$ cat config.mk
export PLATFORM = sky130hd
export DESIGN_NAME = signed_int_to_decimal_ascii_unit
export DESIGN_NICKNAME = d
export VERILOG_FILES = /design/src/hdl/sitda_pkg.sv /design/src/hdl/signed_int_to_decimal_ascii_unit.sv
export SDC_FILE = /design/constraint.sdc
export NUM_CORES = 1
export LEC_CHECK = 0
export BUFFER_PORTS_ARGS = -buffer_cell sky130_fd_sc_hd__buf_2
export CAP_MARGIN = 20
export CORE_ASPECT_RATIO = 1.25
export CORE_MARGIN = 3
export CORE_UTILIZATION = 55
export CTS_BUF_LIST = sky130_fd_sc_hd__clkbuf_4
export DETAILED_ROUTE_END_ITERATION = 10
export PLACE_DENSITY_LB_ADDON = 0.08
export SLEW_MARGIN = 0
export SYNTH_ARGS = -nofsm -noshare
export SYNTH_HDL_FRONTEND = slang
export SYNTH_SLANG_ARGS = --single-unit
$ cat constraint.sdc
create_clock -name clk -period 3.8 [get_ports clk]
set_input_delay 0.76 -clock clk [delete_from_list [all_inputs] [get_ports clk]]
set_output_delay 0.76 -clock clk [all_outputs]
set_load 0.02 [all_outputs]
$ cat src/hdl/sitda_pkg.sv
// ----------------------------------------------------------------------------
// sitda_pkg
// Shared types and character codes for the signed integer to decimal text unit.
// ----------------------------------------------------------------------------
package sitda_pkg;

  localparam int CHAR_W = 6;

  localparam logic [CHAR_W-1:0] CHAR_MINUS = 6'd45;
  localparam logic [CHAR_W-1:0] CHAR_ZERO  = 6'd48;
  localparam logic [CHAR_W-1:0] CHAR_NINE  = 6'd57;

  typedef enum logic [2:0] {
    ST_IDLE,
    ST_CONV,
    ST_SKIP,
    ST_SIGN,
    ST_EMIT
  } state_t;

  typedef struct packed {
    logic load;
    logic step;
    logic skip;
    logic put_sign;
    logic put_digit;
  } ctrl_t;

endpackage

$ cat src/hdl/signed_int_to_decimal_ascii_unit.sv
// ----------------------------------------------------------------------------
// signed_int_to_decimal_ascii_unit
// Converts a signed integer to decimal ASCII text, one character per word.
// Sequence: takes the word, runs a bit-serial shift-add-3 over the magnitude,
// one magnitude bit a cycle in the single double-dabble register, drops leading
// zeros down to the first digit, then one character per cycle while the output
// is not stalled, a minus first for a negative value. A new value is taken only
// once the last character of the previous one has been issued.
// Reset: synchronous, clears the sequencer and the output valid.
// ----------------------------------------------------------------------------
module signed_int_to_decimal_ascii_unit #(
  parameter int WIDTH = 32
) (
  input  logic                           clk,
  input  logic                           rst,
  input  logic                           item_valid,
  output logic                           item_ready,
  input  logic signed [WIDTH-1:0]        value,
  output logic                           text_valid,
  input  logic                           text_ready,
  output logic [sitda_pkg::CHAR_W-1:0]   character,
  output logic                           last
);

  localparam int NDIG  = (WIDTH * 1233) / 4096 + 1;
  localparam int BCD_W = NDIG * 4;
  localparam int CNT_W = $clog2(WIDTH);
  localparam int REM_W = $clog2(NDIG + 1);

  sitda_pkg::state_t state, state_next;
  sitda_pkg::ctrl_t  ctrl;

  logic [WIDTH-1:0] mag;
  logic [BCD_W-1:0] bcd;
  logic [BCD_W-1:0] bcd_adj;
  logic             neg;
  logic [CNT_W-1:0] cnt;
  logic [REM_W-1:0] rem;
  logic [3:0]       top;
  logic             slot_free;
  logic             top_zero;
  logic             rem_one;

  assign top       = bcd[BCD_W-1 -: 4];
  assign slot_free = !text_valid || text_ready;
  assign top_zero  = (top == 4'd0);
  assign rem_one   = (rem == REM_W'(1));

  // add 3 to every digit of 5 or more before the shift
  always_comb begin
    for (int i = 0; i < NDIG; i++) begin
      bcd_adj[i*4 +: 4] = (bcd[i*4 +: 4] >= 4'd5) ? bcd[i*4 +: 4] + 4'd3 : bcd[i*4 +: 4];
    end
  end

  always_comb begin
    state_next = state;
    case (state)
      sitda_pkg::ST_IDLE: begin
        if (item_valid) state_next = sitda_pkg::ST_CONV;
      end
      sitda_pkg::ST_CONV: begin
        if (cnt == CNT_W'(WIDTH - 1)) state_next = sitda_pkg::ST_SKIP;
      end
      sitda_pkg::ST_SKIP: begin
        if (!(top_zero && !rem_one)) begin
          state_next = neg ? sitda_pkg::ST_SIGN : sitda_pkg::ST_EMIT;
        end
      end
      sitda_pkg::ST_SIGN: begin
        if (slot_free) state_next = sitda_pkg::ST_EMIT;
      end
      sitda_pkg::ST_EMIT: begin
        if (slot_free && rem_one) state_next = sitda_pkg::ST_IDLE;
      end
      default: state_next = sitda_pkg::ST_IDLE;
    endcase
  end

  always_comb begin
    ctrl       = '0;
    item_ready = 1'b0;
    case (state)
      sitda_pkg::ST_IDLE: begin
        item_ready = 1'b1;
        ctrl.load  = item_valid;
      end
      sitda_pkg::ST_CONV: ctrl.step      = 1'b1;
      sitda_pkg::ST_SKIP: ctrl.skip      = top_zero && !rem_one;
      sitda_pkg::ST_SIGN: ctrl.put_sign  = slot_free;
      sitda_pkg::ST_EMIT: ctrl.put_digit = slot_free;
      default: ctrl = '0;
    endcase
  end

  always_ff @(posedge clk) begin
    if (rst) begin
      state      <= sitda_pkg::ST_IDLE;
      text_valid <= 1'b0;
    end else begin
      state <= state_next;
      if (ctrl.put_sign || ctrl.put_digit) begin
        text_valid <= 1'b1;
      end else if (text_ready) begin
        text_valid <= 1'b0;
      end
    end
  end

  always_ff @(posedge clk) begin
    if (ctrl.load) begin
      neg <= value[WIDTH-1];
      mag <= value[WIDTH-1] ? (~value + WIDTH'(1)) : value;
      bcd <= '0;
      cnt <= '0;
      rem <= REM_W'(NDIG);
    end
    if (ctrl.step) begin
      bcd <= {bcd_adj[BCD_W-2:0], mag[WIDTH-1]};
      mag <= {mag[WIDTH-2:0], 1'b0};
      cnt <= cnt + CNT_W'(1);
    end
    if (ctrl.skip || ctrl.put_digit) begin
      bcd <= {bcd[BCD_W-5:0], 4'd0};
      rem <= rem - REM_W'(1);
    end
    if (ctrl.put_sign) begin
      character <= sitda_pkg::CHAR_MINUS;
      last      <= 1'b0;
    end
    if (ctrl.put_digit) begin
      character <= sitda_pkg::CHAR_ZERO + {2'b00, top};
      last      <= rem_one;
    end
  end

endmodule

; After elaboration in Yosys (flattened, before gate mapping)
; Cells that the tools add are included.
[op_classes]
n_eq_ne = 11
n_addsub = 14
n_bitwise = 1
mux = 39
n_reduce_logical = 15
n_lt_le_gt_ge = 10
[ops]
columns = operator, n
row1 = $mux 40, 3
row2 = $mux 32, 3
row3 = $mux 4, 11
row4 = $ge 4x3->1 const B, 10
row5 = $add 4x2->4 const B, 9
row6 = $add 32x2->32 const B, 1
row7 = $not 32->32, 1
row8 = $mux 3, 7
row9 = $pmux 3 s5, 1
row10 = $mux 6, 2
row11 = $mux 1, 10
row12 = $mux 5, 2
row13 = $ne 2x2->1 const B, 5
row14 = $reduce_bool 2->1, 4
row15 = $add 5x5->6 const A, 1
row16 = $eq 3x2->1 const B, 2
row17 = $add 5x1->5 const B, 1
row18 = $eq 5x5->1 const B, 1
row19 = $reduce_and 5->1, 1
row20 = $eq 4x1->1 const B, 1
row21 = $logic_not 4->1, 1
row22 = $sub 4x1->4 const B, 1
row23 = $add 3x2->3 const B, 1
row24 = $eq 3x1->1 const B, 1
row25 = other kinds (6), 10
[totals]
input_bits = 36
out_inout_bits = 9
register_bits = 93
word_cells = 101

; Longest topological paths before layout
; Gate-level depths: netlist (run 1).
[logic_depth]
word_depth = 6
ltp_mapped = 9

; Worst setup path after synthesis (run 1)
; OpenSTA, ideal clock, no wires.
[synth_timing]
path_type = reg2reg
startpoint = reg rem[1]
endpoint = reg bcd[10] (enable)
synth_period_minus_slack_ns = 2.961
path_stages_with_launch = 6
path_buffers = 0
arrival_ns = 2.280
t_required_ns = 3.119
setup_ns = 0.681
slack_ns = 0.839
cell_sequence = edfxtp_1 -> inv_1 -> ha_1 -> or3b_2 -> nand4_1 -> nand4_1
[synth_via]
elab_chain_len = 6
[synth_lines]
columns = item, line
row1 = "start, declared", signed_int_to_decimal_ascii_unit.sv:38  ; logic [REM_W-1:0] rem;
row2 = "start signal, assigned", signed_int_to_decimal_ascii_unit.sv:116  ; rem <= REM_W'(NDIG);
row3 = "start signal, assigned", signed_int_to_decimal_ascii_unit.sv:125  ; rem <= rem - REM_W'(1);
row4 = $eq 4x1->1, signed_int_to_decimal_ascii_unit.sv:47  ; assign rem_one = (rem == REM_W'(1));
row5 = $logic_not 1->1, signed_int_to_decimal_ascii_unit.sv:89  ; sitda_pkg::ST_SKIP: ctrl.skip = top_zero && !rem_one;
row6 = $logic_and 1x1->1, signed_int_to_decimal_ascii_unit.sv:89
row7 = $mux 1, signed_int_to_decimal_ascii_unit.sv:83  ; case (state)
row8 = $logic_or 1x1->1, signed_int_to_decimal_ascii_unit.sv:123  ; if (ctrl.skip || ctrl.put_digit) begin
row9 = $reduce_bool 3->1 (no line), -
row10 = "end signal, assigned", signed_int_to_decimal_ascii_unit.sv:119  ; bcd <= {bcd_adj[BCD_W-2:0], mag[WIDTH-1]};
row11 = "end signal, assigned", signed_int_to_decimal_ascii_unit.sv:124  ; bcd <= {bcd[BCD_W-5:0], 4'd0};
row12 = "end, declared", signed_int_to_decimal_ascii_unit.sv:34  ; logic [BCD_W-1:0] bcd;
; Every way passes these cells.
; A chain may end at the register's enable or synchronous reset.

; Worst setup path in the final report (run 1)
[layout_timing]
startpoint = reg rem[1]
endpoint = reg bcd[39] (data pin)
[layout_via]
elab_chain_len = 6
[layout_lines]
columns = item, line
row1 = $eq 4x1->1, signed_int_to_decimal_ascii_unit.sv:47
row2 = $logic_not 1->1, signed_int_to_decimal_ascii_unit.sv:89
row3 = $logic_and 1x1->1, signed_int_to_decimal_ascii_unit.sv:89
row4 = $mux 1, signed_int_to_decimal_ascii_unit.sv:83
row5 = $logic_or 1x1->1, signed_int_to_decimal_ascii_unit.sv:123
row6 = $mux 40, signed_int_to_decimal_ascii_unit.sv:123
; Every way passes these cells.

==> results of run 1 <==
-- worst min-delay path: cells and delay by family, from the launching register on --
kind / cells / cell delay [ns]
AOI/OAI and AO/OA: 1 / 0.05
DFF: 1 / 0.33
and+or+nand+nor: 1 / 0.05
-- final cells by class --
type / instances / area share [%]
clock buffer: 13 / 1.65
clock inverter: 3 / 0.635
inverter: 28 / 1.78
multi-input combinational: 412 / 43.7
sequential: 92 / 45.2
tap: 126 / 2.67
timing repair buffer: 49 / 4.40
-- cells in the final DEF (no fill, tap or decap), drive strengths merged, types with 2 or more instances in the layout --
| master | instances |
|---|---|
| a21oi | 42 |
| a22oi | 3 |
| xor2 | 29 |
| or3 | 2 |
| clkbuf | 13 |
| or4 | 4 |
| o41ai | 10 |
| inv | 28 |
| o22ai | 2 |
| nor4b | 2 |
| and3 | 3 |
| nand2 | 86 |
| ha | 26 |
| nor3 | 7 |
| or2 | 4 |
| nor4 | 3 |
| buf | 49 |
| dfxtp | 9 |
| clkinv | 2 |
| nor3b | 20 |
| a31oi | 2 |
| edfxtp | 83 |
| mux2i | 2 |
| xnor2 | 14 |
| nor2 | 22 |
| nor2b | 6 |
| nand3 | 6 |
| o31ai | 16 |
| o21ai | 79 |
| nand4 | 3 |
| nand2b | 12 |
-- metrics by stage --
| step | hold WS, ns | setup WS (ns) |
|---|---|---|
| floorplan | 0.418 | 0.839 |
| global placement | 0.421 | 1.14 |
| detailed placement | 0.446 | 1.07 |
| CTS | 0.472 | 1.21 |
| global route | 0.474 | 0.981 |
| finish | 0.468 | 1.24 |
-- metal layers --
layer / global-route usage (%) / vias to the layer above
met5: 0 / -
met4: 6.32 / 0
met3: 3.26 / 7
met2: 31.4 / 50
met1: 24.5 / 1887
li1: - / 2075
-- state kept, by name, summed over array words and instances, names as in the netlist --
register,cells
bcd,40
mag,32
character,5
cnt,5
rem,4
state,3
last,1
neg,1
text_valid,1
-- kinds of logic (layout without fill, tap and decap cells) --
group	after synthesis	after routing
DFF	92	92
AOI/OAI and AO/OA	159	159
xor gates and xnor gates	43	43
muxes	2	2
adders and majority gates	26	26
buffers and inverters	51	93
and+or+nand+nor	181	181
other	1	1
-- power groups by stage --
stage                     logic, mW  registers, mW  clock network [mW]
after floorplan               0.353           1.35                   0
after global placement        0.444           1.37                   0
after detailed placement      0.461           1.37                   0
after CTS                     0.464           1.35               0.554
after global routing          0.531           1.37               0.594
final                         0.457           1.35               0.531
-- path summary, 6_finish.rpt --
kind | cells past startpoint | from | to
max | 8 | rem[1] | bcd[39]
min | 2 | mag[0] | mag[0]
max reg2reg | 8 | rem[1] | bcd[39]
min reg2reg | 2 | mag[0] | mag[0]
==> results.md, run 1 <==
- Non-Filler Instances: around 720
- Layout area overhead: 8.05%
- Largest net degree at the start of global routing: 38
- Metal-1 WL: between 4 and 5 mm
- # clock sinks: 92
- Outcome: finished clean
- CP bufs+invs: 2
- Async SR Flop Fraction: 0%
- Cells after synthesis: about 560
- Critical path type: register to register
- Core area: between 9000 and 10,000 sq um
- Via count: 4,019
- Share of cells above drive strength 1: a little over an eighth
- Sw Pwr: around 0.66 mW
- Max Used Layer: met4
- Resized Gates After CTS: 0
- Total power: 2.34 mW
- RSZ-0062 raised after global routing: false
- Max transition margin: 60.4%
- Slew Limit Fails: 0
- Register area share after synthesis: 48.8%
- Post-synth EDFFs: 83
- Top post-synthesis cells by count: 86 x nand2_1, 83 x edfxtp_1, 70 x o21ai_0
- # IOs: 45
- Compound-Gate Fraction of Synth Area: roughly 17%
- WL met3: 264 microns
- DP HPWL: between 7 and 8 mm
- Initial antenna violation count: 0
- Seq cells post-synth: slightly above 90
- Adder-Cell Fraction of Synth Area: 5.94%
- Fin Setup TNS: 0 ns
- Synth Flop Type: edfxtp_1
- Clock share of power: 22.7%
- Final ANT Viol Nets: 0
- Wirelength, routed: 9.80 mm
- Area of the multi-input gates: between 2000 and 3000 sq um
- I/O Buffers: 43
- Fmax achieved: 0.391 GHz
- Root buf cell: clkbuf_4
- Worst EP arrival: 2.73 ns
- Worst Skew: 0.0143 ns
- Multiplexer share of the synthesized area: less than 1%
- Reg area: 2670 sq um
- CP Launch Type: register
- Placed cell count: 707
- Final worst path period share: around 67%
- XOR/XNOR Fraction of Synth Area: roughly 6.9%
- Crit-path most repeated cell: nand2_1
- Finished Cell Area: 5910 sq um
- Synth Area in Simple Gates: between 10% and 20%
- Clock latency on the worst-skew pair: 0.43 ns
- H-Tree Level Count: 3
- CP max-delay cell: or3b_2
- Lkg Pwr: 2.17 nW
- Number of post-CTS setup repair buffers: 0
- Drt wl/cell: 13.6 microns
- Setup violators final: 0
- Int Pwr: around 1.7 mW
- Seq pwr share: 57.7%
- Pre-Repair DR Iteration Count: 4
- Hold Vio Cnt, Final: 0
- Reg-to-reg slack, setup: roughly 1.2 ns
- Avg Cell Area, Syn: 9.86 sq um
- YS warnings: 0
- Max Cap Viol: 0
- Power Density: 395 nW/um^2
- CP endpoint kind: register
- CTS tree: yes
- Worst Tran Pin Value: 0.593 ns
- Post-synth top area share: 45.5%
- Vias in the first global route: 3,915
- Antenna diode count: 0
- FILL cells: around 860
- 1st-iter DRT viols: 190
- Clock buffer depth: 2
- Die ar.: 11,200 sq um
- Most frequent cell after synthesis: nand2_1
- Min-delay worst type: register to register
- Synth top area cells: edfxtp_1 46%, o21ai_0 6.4%, ha_1 5.9%
- Max incr delay on CP: 0.46 ns
- Unique masters post-synth: 51
- Sw Share: between 20% and 30%
- DRC violation count after routing: 0
- Crit-path cells: inv_1 > ha_1 > or3b_2 > nand4_1 > nand2_1 > buf_4 > nand2_1 > o21ai_0
- Tmin final: 2.56 ns
- Dominant cell type by area after synthesis: edfxtp_1
- Crit-path max FO: 20
- Gr usage total: 18.9%
- Fin nets: 654
- Logic gate share of total power: 19.6%
- First-pass GRT wire length: ~17 mm
- Die Span Y: about 120 microns
- Die width: 95.2 microns
- Post-synthesis cell area: 5470 sq um
- Crit path max-delay family: simple AND/OR/NAND/NOR gates
- Initial core utilization: around 57%
- Required @ worst endpoint: slightly below 4 ns
- Utilization after layout: approximately 61%
- Hold_buf cts: 0
- Metal2 WL: roughly 5 mm
- GRT Residual Overflow: 0
- Vias per cell: 5.56
- Largest family of logic cells by synthesized area: simple AND/OR/NAND/NOR gates
- Peak VDD IR: 0.158 mV
- Final GP Congestion: 0.795
- Clk slew on worst S/H paths: 0.13 ns
- Area after DPL: 5780 sq um
- Num CTS Buffers: 9
- Syn_nets: 617
- Core Rows: 40
(Power assumes the default switching activity.)
==> run 2: changes to the inputs <==
ABC_AREA = 1   (was default)
clock period = 2.62 ns   (was 3.8 ns; I/O delays follow)
==> results.md, run 2 <==
- Peak VDD IR: 0.629 mV (+300%)
- DP HPWL: 8.99 mm (+27%)
- Syn_nets: 764 (+24%)
- Crit-path max FO: 40 (+100%)
- Number of post-CTS setup repair buffers: 0 (unchanged)
- Cells after synthesis: 702 (+26%)
- Fin Setup TNS: 0 ns (unchanged)
- CP endpoint kind: register
- GRT Residual Overflow: 0 (unchanged)
- Seq cells post-synth: 92 (unchanged)
- Hold Path End: state[2]
- Area of the multi-input gates: 2740 sq um (+6.2%)
- Setup violators final: 0 (unchanged)
- Largest net degree at the start of global routing: 44 (+16%)
- Hold Vio Cnt, Final: 0 (unchanged)
- Pre-Repair DR Iteration Count: 4 (unchanged)
- Fin nets: 804 (+23%)
- RSZ-0062 raised after global routing: false
- Placed cell count: 860 (+22%)
- Power Density: 1100 nW/um^2 (+180%)
- Utilization after layout: 61.3% (+0.11 points)
- Adder-Cell Fraction of Synth Area: 5.45% (-0.50 points)
- Layout area overhead: 6.39%
- Most frequent cells in the layout: 156 x nand2_1, 92 x inv_1, 83 x edfxtp_1
- Core Rows: 41 (+2.5%)
- Crit-path cells: inv_1 > ha_1 > nand3_1 > nor2_2 > nand2_4 > inv_4 > nor2_8 > nand2_4
- Required @ worst endpoint: 2.70 ns (-1.27 ns)
- Worst Skew: 0.0185 ns (+0.00422 ns)
- Compound-Gate Fraction of Synth Area: 13.9% (-2.9 points)
- Reg-to-Reg End: bcd[20]
- XOR/XNOR Fraction of Synth Area: 2.05% (-4.8 points)
- Initial antenna violation count: 1 (+1)
- Async SR Flop Fraction: 0% (unchanged)
- Synth Area in Simple Gates: 24.5% (+7.4 points)
- Resized Gates After CTS: 0 (unchanged)
- Max Cap Viol: 0 (unchanged)
- Post-synthesis cell area: 5970 sq um (+9.1%)
- H-Tree Level Count: 3 (unchanged)
- Outcome: finished clean
- DRC violation count after routing: 0 (unchanged)
- Top Registers: bcd: 40 flops, mag: 32 flops
- Max incr delay on CP: 0.44 ns (-0.02 ns)
- Crit-path most repeated cell: nand2_4
- Root buf cell: clkbuf_4
- # IOs: 45 (unchanged)
- Max transition margin: 57.2% (-3.2 points)
- Final worst path period share: 76.9% (+9.6 points)
- Vias per cell: 5.43 (-2.3%)
- CP Launch Type: register
- Multiplexer share of the synthesized area: 0% (-0.37 points)
- Initial core utilization: 57.7% (+0.98 points)
- Max reg flops: 40 (unchanged)
- Top post-synthesis cells by count: 156 x nand2_1, 92 x inv_1, 83 x edfxtp_1
- Hold Startpoint: rst
- Die ar.: 12,200 sq um (+8.6%)
- Min-delay worst type: input pin to register
- Slew Limit Fails: 0 (unchanged)
- Avg Cell Area, Syn: 8.51 sq um (-14%)
- FF-to-FF Start: bcd[36]
- Unique masters post-synth: 42 (-18%)
- Reg area: 2670 sq um (unchanged)
- First-pass GRT wire length: 21.4 mm (+24%)
- Clock latency on the worst-skew pair: 0.44 ns (about the same)
- Clock buffer depth: 2 (unchanged)
- Reg-to-reg slack, setup: 0.60 ns (-0.64 ns)
- Non-Filler Instances: 877 (+21%)
- Final ANT Viol Nets: 0 (unchanged)
- Vias in the first global route: 4,855 (+24%)
- Worst Tran Pin Value: 0.642 ns (+0.0498 ns)
- Die width: 99.2 microns (+4.2%)
- Hold depth: 2 (unchanged)
- Post-synth top area share: 41.7% (-3.8 points)
- Lkg Pwr: 2.71 nW (+25%)
- Synth top area cells: edfxtp_1 42%, nand2_1 9.8%, inv_1 5.8%
- Most common cell after layout, fill and taps aside: nand2_1
- Most flops, register: bcd
- Via count: 4,762 (+18%)
- CTS tree: yes
- Share of cells above drive strength 1: 16.2% (+3.0 points)
- Gr usage total: 21.7% (+2.8 points)
- FILL cells: 959 (+11%)
- YS warnings: 0 (unchanged)
- Worst r2r path cells: 8 (unchanged)
- Total power: 7.01 mW (+200%)
- Clk slew on worst S/H paths: 0.14 ns (about the same)
- Largest family of logic cells by synthesized area: simple AND/OR/NAND/NOR gates
- Critical path type: register to register
- Num CTS Buffers: 9 (unchanged)
- Tmin final: 2.02 ns (-0.544 ns)
- 1st-iter DRT viols: 214 (+13%)
- Die Span Y: 123 microns (+4.2%)
- Core area: 10,400 sq um (+7.3%)
- Dominant cell type by area after synthesis: edfxtp_1
- Synth Flop Type: edfxtp_1
- # clock sinks: 92 (unchanged)
- Register area share after synthesis: 44.7% (-4.1 points)
- CP max-delay cell: edfxtp_1
- Hold_buf cts: 0 (unchanged)
- Post-synth EDFFs: 83 (unchanged)
- Fmax achieved: 0.496 GHz (+27%)
- Crit path max-delay family: simple AND/OR/NAND/NOR gates
- Most frequent cell after synthesis: nand2_1
- Drt wl/cell: 13.9 microns (+2.8%)
- CP bufs+invs: 2 (unchanged)
- I/O Buffers: 43 (unchanged)
- Final GP Congestion: 0.922 (+16%)
- Wirelength, routed: 12.2 mm (+25%)
- Worst EP arrival: 2.10 ns (-0.63 ns)
[run 2: cell types whose count changed after synthesis, sizes merged, moves of 10 or more]
cell / delta
xor2: -17
o22ai: +12
o32ai: +18
xnor2: -12
inv: +73
clkbuf: -11
nand2b: -12
a21oi: -28
nor3b: -19
nand3: +47
nor2: +73
o31ai: -16
o41ai: -10
nand2: +76
[run 2: layout make-up]
class / instances / share of cell area [%]
clock inverters: 3 / 0.610
inverters: 101 / 6.08
multi-input cells: 490 / 43.2
clock buffers: 13 / 1.54
flip-flops and latches: 92 / 42.0
diodes: 1 / 0.0394
well taps: 129 / 2.54
repair buffers: 48 / 3.98
[run 2: how the worst max path moves through the flow]
stage               from  endpoint  cells past startpoint
4_1_cts          bcd[36]    bcd[6]                      8
5_1_grt          bcd[36]    bcd[6]                      8
3_5_place_dp   value[31]   mag[13]                      8
2_1_floorplan   state[1]    cnt[0]                      7
6_report         bcd[36]   bcd[20]                      8
3_3_place_gp   value[31]   mag[29]                      8
[run 2: routing by layer]
layer | track usage, % | up-vias | part of all wire, %
li1 | - | 2431 | -
met1 | 26.2 | 2204 | 43
met2 | 37.9 | 100 | 52
met3 | 3.18 | 27 | 3.4
met4 | 10.2 | 0 | 2.4
met5 | 0 | - | 0
[run 2: kinds of logic after synthesis]
group	after synthesis
AO/OA/AOI/OAI	122
XOR/XNOR	14
adder cells (fa/ha/maj)	26
buffers and inverters	120
flip-flops	92
other	1
AND/OR/NAND/NOR	327
[run 2: power by group]
part           total (mW)  switching (mW)  internal [mW]
registers            3.02           0.383           2.64
clock network       0.782           0.451          0.331
logic                3.21            2.16           1.05
[run 2: worst reg2reg max path: stages (launching register included)]
cell and delay, ns:
edfxtp_1 0.44, inv_1 0.16, ha_1 0.17, nand3_1 0.09
nor2_2 0.16, nand2_4 0.06, inv_4 0.09, nor2_8 0.05
nand2_4 0.41
[run 2: stage by stage]
step	setup WS (ns)	cell area [sq um]	hold slack, ns
floorplan	0.569	5970	0.426
global placement	0.619	6220	0.439
CTS	0.596	6350	0.194
finish	0.605	6360	0.225
detailed placement	0.566	6220	0.445
global route	0.436	6360	0.195
